$ cat config.mk
export PLATFORM = sky130hd
export DESIGN_NAME = smq_chain
export DESIGN_NICKNAME = d
export VERILOG_FILES = /design/src/hdl/smq_pkg.sv /design/src/hdl/smq_cell.sv /design/src/hdl/smq_chain.sv
export SDC_FILE = /design/constraint.sdc
export NUM_CORES = 2
export LEC_CHECK = 0
export BUFFER_PORTS_ARGS = -buffer_cell sky130_fd_sc_hd__buf_2
export CAP_MARGIN = 20
export CORE_ASPECT_RATIO = 0.6
export CORE_MARGIN = 2
export CORE_UTILIZATION = 45
export DETAILED_ROUTE_END_ITERATION = 12
export PLACE_DENSITY = 0.62
export SLEW_MARGIN = 5
export SYNTH_ARGS = -nofsm -noshare
export SYNTH_HDL_FRONTEND = slang
export SYNTH_SLANG_ARGS = --single-unit
$ cat constraint.sdc
create_clock -name clk -period 5.05 [get_ports clk]
set_input_delay 0.2525 -clock clk [delete_from_list [all_inputs] [get_ports clk]]
set_output_delay 0.2525 -clock clk [all_outputs]
set_load 0.01 [all_outputs]
$ cat src/hdl/smq_pkg.sv
// shared constants and types of the sorted multi-queue move engine
package smq_pkg;

    // default sizes
    localparam int QUEUE_DEPTH_DEF = 16;
    localparam int NUM_QUEUES_DEF  = 3;
    localparam int DATA_WIDTH_DEF  = 32;

    // operation codes
    typedef logic [1:0] op_t;
    localparam op_t OP_INSERT = 2'd0;
    localparam op_t OP_POP    = 2'd1;
    localparam op_t OP_MOVE   = 2'd2;

    // queue selector as carried on the ports
    typedef logic [1:0] sel_t;

    // command broadcast to every cell of one chain
    typedef struct packed {
        logic ins;
        logic pop;
    } smq_cmd_t;

endpackage

$ cat src/hdl/smq_cell.sv
// one storage cell of a sorted chain: keeps, takes the key, or takes a neighbor
module smq_cell #(
    parameter int DATA_WIDTH = 32
) (
    input  logic                         clk,
    input  smq_pkg::smq_cmd_t            cmd,
    input  logic signed [DATA_WIDTH-1:0] key,
    input  logic                         occ,
    input  logic                         left_lt,
    input  logic signed [DATA_WIDTH-1:0] left_val,
    input  logic signed [DATA_WIDTH-1:0] right_val,
    output logic signed [DATA_WIDTH-1:0] val,
    output logic                         lt
);
    import smq_pkg::*;

    logic signed [DATA_WIDTH-1:0] val_reg;
    logic signed [DATA_WIDTH-1:0] val_next;

    // occupied and strictly below the key
    assign lt  = occ && (val_reg < key);
    assign val = val_reg;

    // insert opens a gap at the first cell not below the key, pop shifts left
    always_comb
    begin
        val_next = val_reg;
        if (cmd.ins)
        begin
            if (lt)
                val_next = val_reg;
            else if (left_lt)
                val_next = key;
            else
                val_next = left_val;
        end
        else if (cmd.pop)
        begin
            val_next = right_val;
        end
    end

    always_ff @(posedge clk)
    begin
        val_reg <= val_next;
    end

endmodule

$ cat src/hdl/smq_chain.sv
// one sorted queue: a row of cells plus its fill count
module smq_chain #(
    parameter int QUEUE_DEPTH = 16,
    parameter int DATA_WIDTH  = 32
) (
    input  logic                         clk,
    input  logic                         rst_n,
    input  smq_pkg::smq_cmd_t            cmd,
    input  logic signed [DATA_WIDTH-1:0] key,
    output logic signed [DATA_WIDTH-1:0] head,
    output logic                         empty,
    output logic                         full,
    output logic                         last
);
    import smq_pkg::*;

    localparam int CW = $clog2(QUEUE_DEPTH + 1);

    logic [CW-1:0] count_reg;
    logic [CW-1:0] count_next;

    logic signed [DATA_WIDTH-1:0] val_w [QUEUE_DEPTH];
    logic                         lt_w  [QUEUE_DEPTH];

    // row of cells, each wired to both neighbors
    for (genvar i = 0; i < QUEUE_DEPTH; i++)
    begin : g_cell
        logic                         occ;
        logic                         l_lt;
        logic signed [DATA_WIDTH-1:0] l_val;
        logic signed [DATA_WIDTH-1:0] r_val;

        assign occ = (count_reg > CW'(i));

        if (i == 0)
        begin : g_first
            assign l_lt  = 1'b1;
            assign l_val = key;
        end
        else
        begin : g_inner
            assign l_lt  = lt_w[i-1];
            assign l_val = val_w[i-1];
        end

        if (i == QUEUE_DEPTH - 1)
        begin : g_last
            assign r_val = val_w[i];
        end
        else
        begin : g_mid
            assign r_val = val_w[i+1];
        end

        smq_cell #(
            .DATA_WIDTH (DATA_WIDTH)
        ) u_cell (
            .clk       (clk),
            .cmd       (cmd),
            .key       (key),
            .occ       (occ),
            .left_lt   (l_lt),
            .left_val  (l_val),
            .right_val (r_val),
            .val       (val_w[i]),
            .lt        (lt_w[i])
        );
    end

    assign head  = val_w[0];
    assign empty = (count_reg == '0);
    assign full  = (count_reg == CW'(QUEUE_DEPTH));
    assign last  = (count_reg == CW'(1));

    // fill count
    always_comb
    begin
        count_next = count_reg;
        if (cmd.ins && !cmd.pop)
            count_next = count_reg + CW'(1);
        else if (cmd.pop && !cmd.ins)
            count_next = count_reg - CW'(1);
    end

    always_ff @(posedge clk or negedge rst_n)
    begin
        if (!rst_n)
            count_reg <= '0;
        else
            count_reg <= count_next;
    end

endmodule

* Word level (Yosys, flattened, before mapping)
Index checks and enable logic that the tools add are counted.
W data, S select, Z words.
** Word-level totals
- Flip-flop bits (word level) :: 517
- Input bits :: 36
- Logic and storage cells :: 170
** Operators by class
- Add/subtract/negate cells :: 2
- $lt $le $gt $ge :: 32
- Equality and inequality tests :: 17
- Muxes and demuxes :: 62
- Bitwise gates (word level) :: 1
- Reduce and logical (&&, ||, !) cells :: 39
** Operators with widths (number)
- $mux W32 :: 60
- $lt A32 B32 Y1 :: 16
- $gt A5 B4 Y1 const B :: 8
- $reduce_and A2 Y1 :: 16
- $ne A2 B2 Y1 const B :: 15
- $gt A5 B3 Y1 const B :: 4
- $logic_and A1 B1 Y1 :: 18
- $gt A5 B1 Y1 const B :: 2
- $gt A5 B2 Y1 const B :: 2
- $mux W5 :: 2
- $add A5 B1 Y5 const B :: 1
- $eq A5 B1 Y1 const B :: 1
- $eq A5 B5 Y1 const B :: 1
- $logic_not A5 Y1 :: 1
- $sub A5 B1 Y5 const B :: 1
- $reduce_bool A2 Y1 :: 2
- $logic_not A1 Y1 :: 2
- $not A1 Y1 :: 1

* Depth between registers and ports, before layout
- Depth after elaboration :: 5
- Depth in mapped cells :: 12
- Gate-level depth less buffers :: 10

* Modules after synthesis
From an unflattened synthesis, not the netlist that was laid out.
** Unflattened totals
- Cell total of the unflattened synthesis :: 4182
- Area, all modules :: 39414.1 µm²
** By module, submodules not included
- smq_cell :: times used 16, cells an instance 257, area an instance 2429.8 µm²
- smq_chain :: times used 1, cells an instance 70, area an instance 536.8 µm²

* Worst setup path after synthesis
OpenSTA, ideal clock, no wires.
- Path kind :: input to register
- Start :: in key[29]
- End :: reg g_cell[0].u_cell.val_reg[0] (enable)
- Library setup time :: 0.421 ns
- Data arrival time :: 4.042 ns
- Required time :: 4.629 ns
- Setup slack :: 0.587 ns
- Stages on the path :: 11
- Buffers on the path :: 1
- Cell sequence :: inv_1 -> ha_1 -> a21o_1 -> a21o_1 -> a221oi_1 -> o21ai_0 -> a41oi_1 -> mux2i_1 -> clkbuf_1 -> nor2_1 -> nor2_1
** Between the ends
- Word-level cells in the longest chain between the ends :: 4
** RTL lines
- start, declared :: RTL line smq_chain.sv:9 : input logic signed [DATA_WIDTH-1:0] key,
- $lt A32 B32 Y1 :: RTL line smq_cell.sv:21 : assign lt = occ && (val_reg < key);
- $logic_and A1 B1 Y1 :: RTL line smq_cell.sv:21
- $ne A2 B2 Y1 (no line)
- $reduce_and A2 Y1 (no line)
- end signal, assigned :: RTL line smq_cell.sv:45 : val_reg <= val_next;
- end, declared :: RTL line smq_cell.sv:17 : logic signed [DATA_WIDTH-1:0] val_reg;
Every way passes these cells.
A chain may end at the register's enable or synchronous reset.

* Worst setup path after layout
- Start :: in key[7]
- End :: reg g_cell[9].u_cell.val_reg[1] (data pin)
** Between the ends
- Word-level cells in the longest chain between the ends :: 5
** RTL lines
- $lt A32 B32 Y1 :: RTL line smq_cell.sv:21
- $logic_and A1 B1 Y1 :: RTL line smq_cell.sv:21
- $mux W32 :: RTL line smq_cell.sv:32 : else if (left_lt)
- $mux W32 :: RTL line smq_cell.sv:30 : if (lt)
- $mux W32 :: RTL line smq_cell.sv:28 : if (cmd.ins)
- net g_cell[9].u_cell.val_next[1] :: RTL line smq_cell.sv:18 : logic signed [DATA_WIDTH-1:0] val_next;
- end signal, assigned :: RTL line smq_cell.sv:45
- end, declared :: RTL line smq_cell.sv:17
The timed path passes the listed nets, and every way through them passes these cells. The select of a mux whose other input is x is not followed.

==> impl.org <==
** Run status
- The flow ran to the end, and the final reports show no timing, DRC or antenna violations.

** Yosys
- Sequential-to-total area share from yosys stat :: 42.4%
- Summed over its instances, the top area cell type makes up 42.0% of the synthesized netlist area.
- After technology mapping, the gate count stands at 3645.
- Largest area contributor in the synthesized netlist :: sky130_fd_sc_hd__edfxtp_1
- Among all cell types in the netlist, the one instantiated most often is sky130_fd_sc_hd__edfxtp_1.
- Yosys mapped a number of flops with a built-in enable equal to 512.
- Yosys attributes the largest share of cell area to sky130_fd_sc_hd__edfxtp_1 (42%), sky130_fd_sc_hd__ha_1 (17%), sky130_fd_sc_hd__a21oi_1 (4.9%).
- Top cells by count, synth :: sky130_fd_sc_hd__edfxtp_1 (512), sky130_fd_sc_hd__ha_1 (502), sky130_fd_sc_hd__a21oi_1 (360)
- Top flip-flop cell by instance count after synthesis :: sky130_fd_sc_hd__edfxtp_1
- The Yosys step of the flow raised 0 warnings.
- Synth Cell Area :: 36600 um2
- After synthesis, the share of flip-flops with an asynchronous set or reset is 0.967%.
- In this run the mean area of a mapped cell was 10.0 um2.
- Synthesis inferred 517 register bits.
- The number of different library cells used by synthesis comes to 63.
- Mapped Nets :: 4183

** Hold path
- Worst-case hold path end point :: g_cell[15].u_cell.val[23]$_DFFE_PP_
- Hold/Removal Path Class :: in -> reg
- Hold Path Cell Cnt :: 2
- In this run the most critical hold path is launched from key[23].

** GRT
- Sum of overflow across all layers after global routing :: 0
- Via count of the first global-routing pass :: 26927
- Global-route wire length before repair :: 175000 um
- Maximum number of pins on one net before global-route repair :: 191
- Initial antenna violation count :: 3
- Total routing resource utilization after global routing :: 27.7%

** Worst setup path
- Depth of the worst register-to-register path :: 10
- Peak per-stage delay on the critical path :: 900 ps
- Crit path arrival time :: 4220 ps
- Reg-to-reg slack, setup :: 1260 ps
- Among all stages on the critical path, the largest delay is contributed by sky130_fd_sc_hd__a2111oi_0.
- R2r endpoint :: g_cell[1].u_cell.val[0]$_DFFE_PP_
- Reg-to-reg startpoint :: g_cell[0].u_cell.val[30]$_DFFE_PP_
- The worst setup path is captured at a flop.
- At the worst endpoint, the required time is 5410 ps.
- Kind of launch point of the worst setup path :: primary input
- Maximum fanout count along the critical path :: 32
- Chain of cells forming the critical path :: buf_2, inv_1, buf_4, ha_1, a21oi_1, o21ai_0, a2111oi_0, a21oi_1, nor2_1, mux2_2, buf_4, mux2i_1, a21oi_1
- Among the stages of the critical path, the cell type that occurs most often is sky130_fd_sc_hd__a21oi_1.
- Worst Path Class, Setup :: in -> reg

** Floorplanning
- The region available for standard cell placement spans 80000 um2.
- The die covers 83700 um2.
- Effective utilization at floorplan :: 45.8%
- Overall die height :: 225 um
- Count of boundary I/O pins :: 71
- Die extent in x :: 372 um
- Row cnt :: 80

** Flow run
- Number of max-cap violations :: 0

** Pwr
- Overall power consumption after layout is estimated at 28.0 mW.
- IR analysis of the VDD net gives a maximum drop of 0.457 mV.
- In this run the static leakage power is 16.3 nW.
- Power density over cell area :: 695 nW/um2

** Place
- Detailed placement finished with a half-perimeter wire length of 88900 um.
- Port buffer count :: 70
- Placed Instance Area :: 38400 um2
- The congestion estimate from routability-driven global placement came to 0.930.

** STA
- Period Utilization, post-route :: 76.4%
- Setup repair after global routing missed its margin :: no
- Worst-case headroom to the max-slew limit :: 28.4%
- Sum of negative setup slack :: 0 ps
- Final worst path period need :: 3860 ps
- Clock skew on the completed layout was measured at 24.8 ps.
- Highest attainable clock frequency :: 259 MHz
- The final max-slew violation count was 0.
- Transition at the pin with the smallest max-transition slack :: 1070 ps
- Setup violations, final :: 0
- The final number of hold-violating endpoints came to 0.

** Clock tree
- Clock edge transition at the registers on the reported setup and hold paths :: 70 ps
- TritonCTS clock tree :: built
- In this run, CTS created clock tree buffers numbering 55.
- The longest clock path from root to sink contains 3 buffers.
- Clock H-tree levels :: 2
- Clock tree synthesis selected as its root buffer the cell sky130_fd_sc_hd__clkbuf_16.
- Once the clock tree was built, the setup fixing pass inserted 0 buffers.
- The tree built by TritonCTS fans out to 517 sinks.
- Clock latency on the worst-skew pair :: 640 ps

** Detailed routing
- The pre-antenna-repair detailed-routing pass consisted of 6 iterations.
- Vias/cell :: 6.29
- In this run, the number of DRC markers left after iteration 0 of detailed routing was 4148.
- Routed wire per std cell :: 24.7 um
- For this run, design rule violations remaining after detail routing come to 0.
- Remaining antenna violation count :: 0
- Post-detailed-routing wire length :: 117000 um
- Overall via count from detail_route :: 29844

** Layout
- Finished layout cell area :: 40300 um2
- The repair_antennas step left the layout with diodes totalling 0.
- P&R area growth vs syn :: 10.1%
- Fill cells in the final layout number 7223.
- The net count of the finished layout is 4172.
- For this run, the share of the core covered by cells in the final layout is 50.4%.
- Fraction of final layout cells with drive strength greater than 1 :: 8.37%
- Flip-flop count of the largest register, all copies and words added :: 512
worst max-delay path, delay by kind of cell:
| kind | cells | cell delay, ps |
|---|---|---|
| buf+inv | 4 | 1510 |
| compound gates | 5 | 1460 |
| mux | 2 | 500 |
| fa+ha+maj | 1 | 280 |
| simple gates | 1 | 170 |
how the worst max path moves through the flow:
stage                                                  start                                 end  cells past startpoint
final                                                 key[7]   g_cell[9].u_cell.val[1]$_DFFE_PP_                     13
after global routing      g_cell[0].u_cell.val[21]$_DFFE_PP_   g_cell[1].u_cell.val[0]$_DFFE_PP_                     10
after CTS                 g_cell[0].u_cell.val[30]$_DFFE_PP_   g_cell[1].u_cell.val[0]$_DFFE_PP_                     10
after floorplan                                      key[29]   g_cell[0].u_cell.val[0]$_DFFE_PP_                     11
after global placement                                key[7]   g_cell[8].u_cell.val[4]$_DFFE_PP_                     12
after detailed placement                              key[7]  g_cell[9].u_cell.val[18]$_DFFE_PP_                     13
layout by cell type, fill, tap and decap left out, types with 6 or more instances in the layout:
master / count
sky130_fd_sc_hd__o21ai_0: 264
sky130_fd_sc_hd__nor3b_1: 9
sky130_fd_sc_hd__nor3_1: 23
sky130_fd_sc_hd__and4_1: 8
sky130_fd_sc_hd__clkinv_1: 16
sky130_fd_sc_hd__mux2_2: 36
sky130_fd_sc_hd__nand4_1: 73
sky130_fd_sc_hd__a211oi_1: 10
sky130_fd_sc_hd__a2111o_1: 7
sky130_fd_sc_hd__clkinv_2: 10
sky130_fd_sc_hd__ha_1: 502
sky130_fd_sc_hd__nor2b_1: 193
sky130_fd_sc_hd__buf_4: 75
sky130_fd_sc_hd__buf_2: 69
sky130_fd_sc_hd__nand2b_1: 13
sky130_fd_sc_hd__clkbuf_1: 11
sky130_fd_sc_hd__nor2_4: 9
sky130_fd_sc_hd__edfxtp_1: 512
sky130_fd_sc_hd__buf_12: 15
sky130_fd_sc_hd__a21oi_1: 356
sky130_fd_sc_hd__nor2_1: 202
sky130_fd_sc_hd__nor4_1: 14
sky130_fd_sc_hd__nand3_1: 154
sky130_fd_sc_hd__inv_1: 214
sky130_fd_sc_hd__o221ai_1: 124
sky130_fd_sc_hd__bufinv_16: 9
sky130_fd_sc_hd__a221oi_1: 10
sky130_fd_sc_hd__nand2_1: 161
sky130_fd_sc_hd__o21ai_1: 40
sky130_fd_sc_hd__o211ai_1: 27
sky130_fd_sc_hd__mux2i_1: 140
sky130_fd_sc_hd__clkbuf_16: 57
sky130_fd_sc_hd__a31oi_1: 194
sky130_fd_sc_hd__o311a_1: 7
sky130_fd_sc_hd__o31a_2: 6
sky130_fd_sc_hd__a21o_1: 33
cell families (layout without fill, tap and decap cells):
| kind of cell | count (synthesis) | in the layout | synth area share [%] |
|---|---|---|---|
| simple gates | 879 | 879 | 12.0 |
| buf+inv | 444 | 479 | 4.78 |
| flops | 517 | 517 | 42.4 |
| mux | 180 | 180 | 5.06 |
| fa+ha+maj | 502 | 502 | 17.2 |
| xor+xnor | 5 | 5 | 0.120 |
| compound gates | 1118 | 1118 | 18.5 |
metrics by stage:
stage                     hold WS (ps)  setup WS [ps]  std cells
after floorplan                  -43.1            587       3645
after global routing              85.0           1040       4746
after global placement            77.2            815       4641
final                              113           1190       4746
after detailed placement          82.3            756       4641
after CTS                         58.6           1290       4746
routing by layer:
layer	part of all wire [%]	routed length (um)	global-route usage, %	vias to the layer above
met3	11	12900	6.60	112
met5	0.011	13	0	-
li1	-	-	-	13914
met2	35	41000	32.7	1418
met4	1.5	1710	4.84	2
met1	53	61800	48.4	14398
layout make-up:
class / instances / area (um2) / share of cell area (%)
Clock buffer: 68 / 1470 / 3.64
Multi-Input combinational cell: 2684 / 19500 / 48.5
Tap cell: 1066 / 1330 / 3.31
Clock inverter: 35 / 380 / 0.944
Sequential cell: 517 / 15500 / 38.5
Inverter: 214 / 803 / 1.99
Timing Repair Buffer: 162 / 1240 / 3.09
power by group:
group / internal, mW / leakage [nW] / switching [mW]
logic: 5.19 / 10.2 / 7.71
registers: 8.20 / 5.18 / 2.53
clock network: 2.51 / 0.907 / 1.84
total: 15.9 / 16.3 / 12.1
repair_timing:
item / 4_1_cts / 5_1_grt
gates resized for setup: 0 / 0
setup endpoints to repair: 0 / 0
hold buffers: 2 / 0
hold endpoints to repair: 5 / 0
Power figures use the tool's default switching activity.
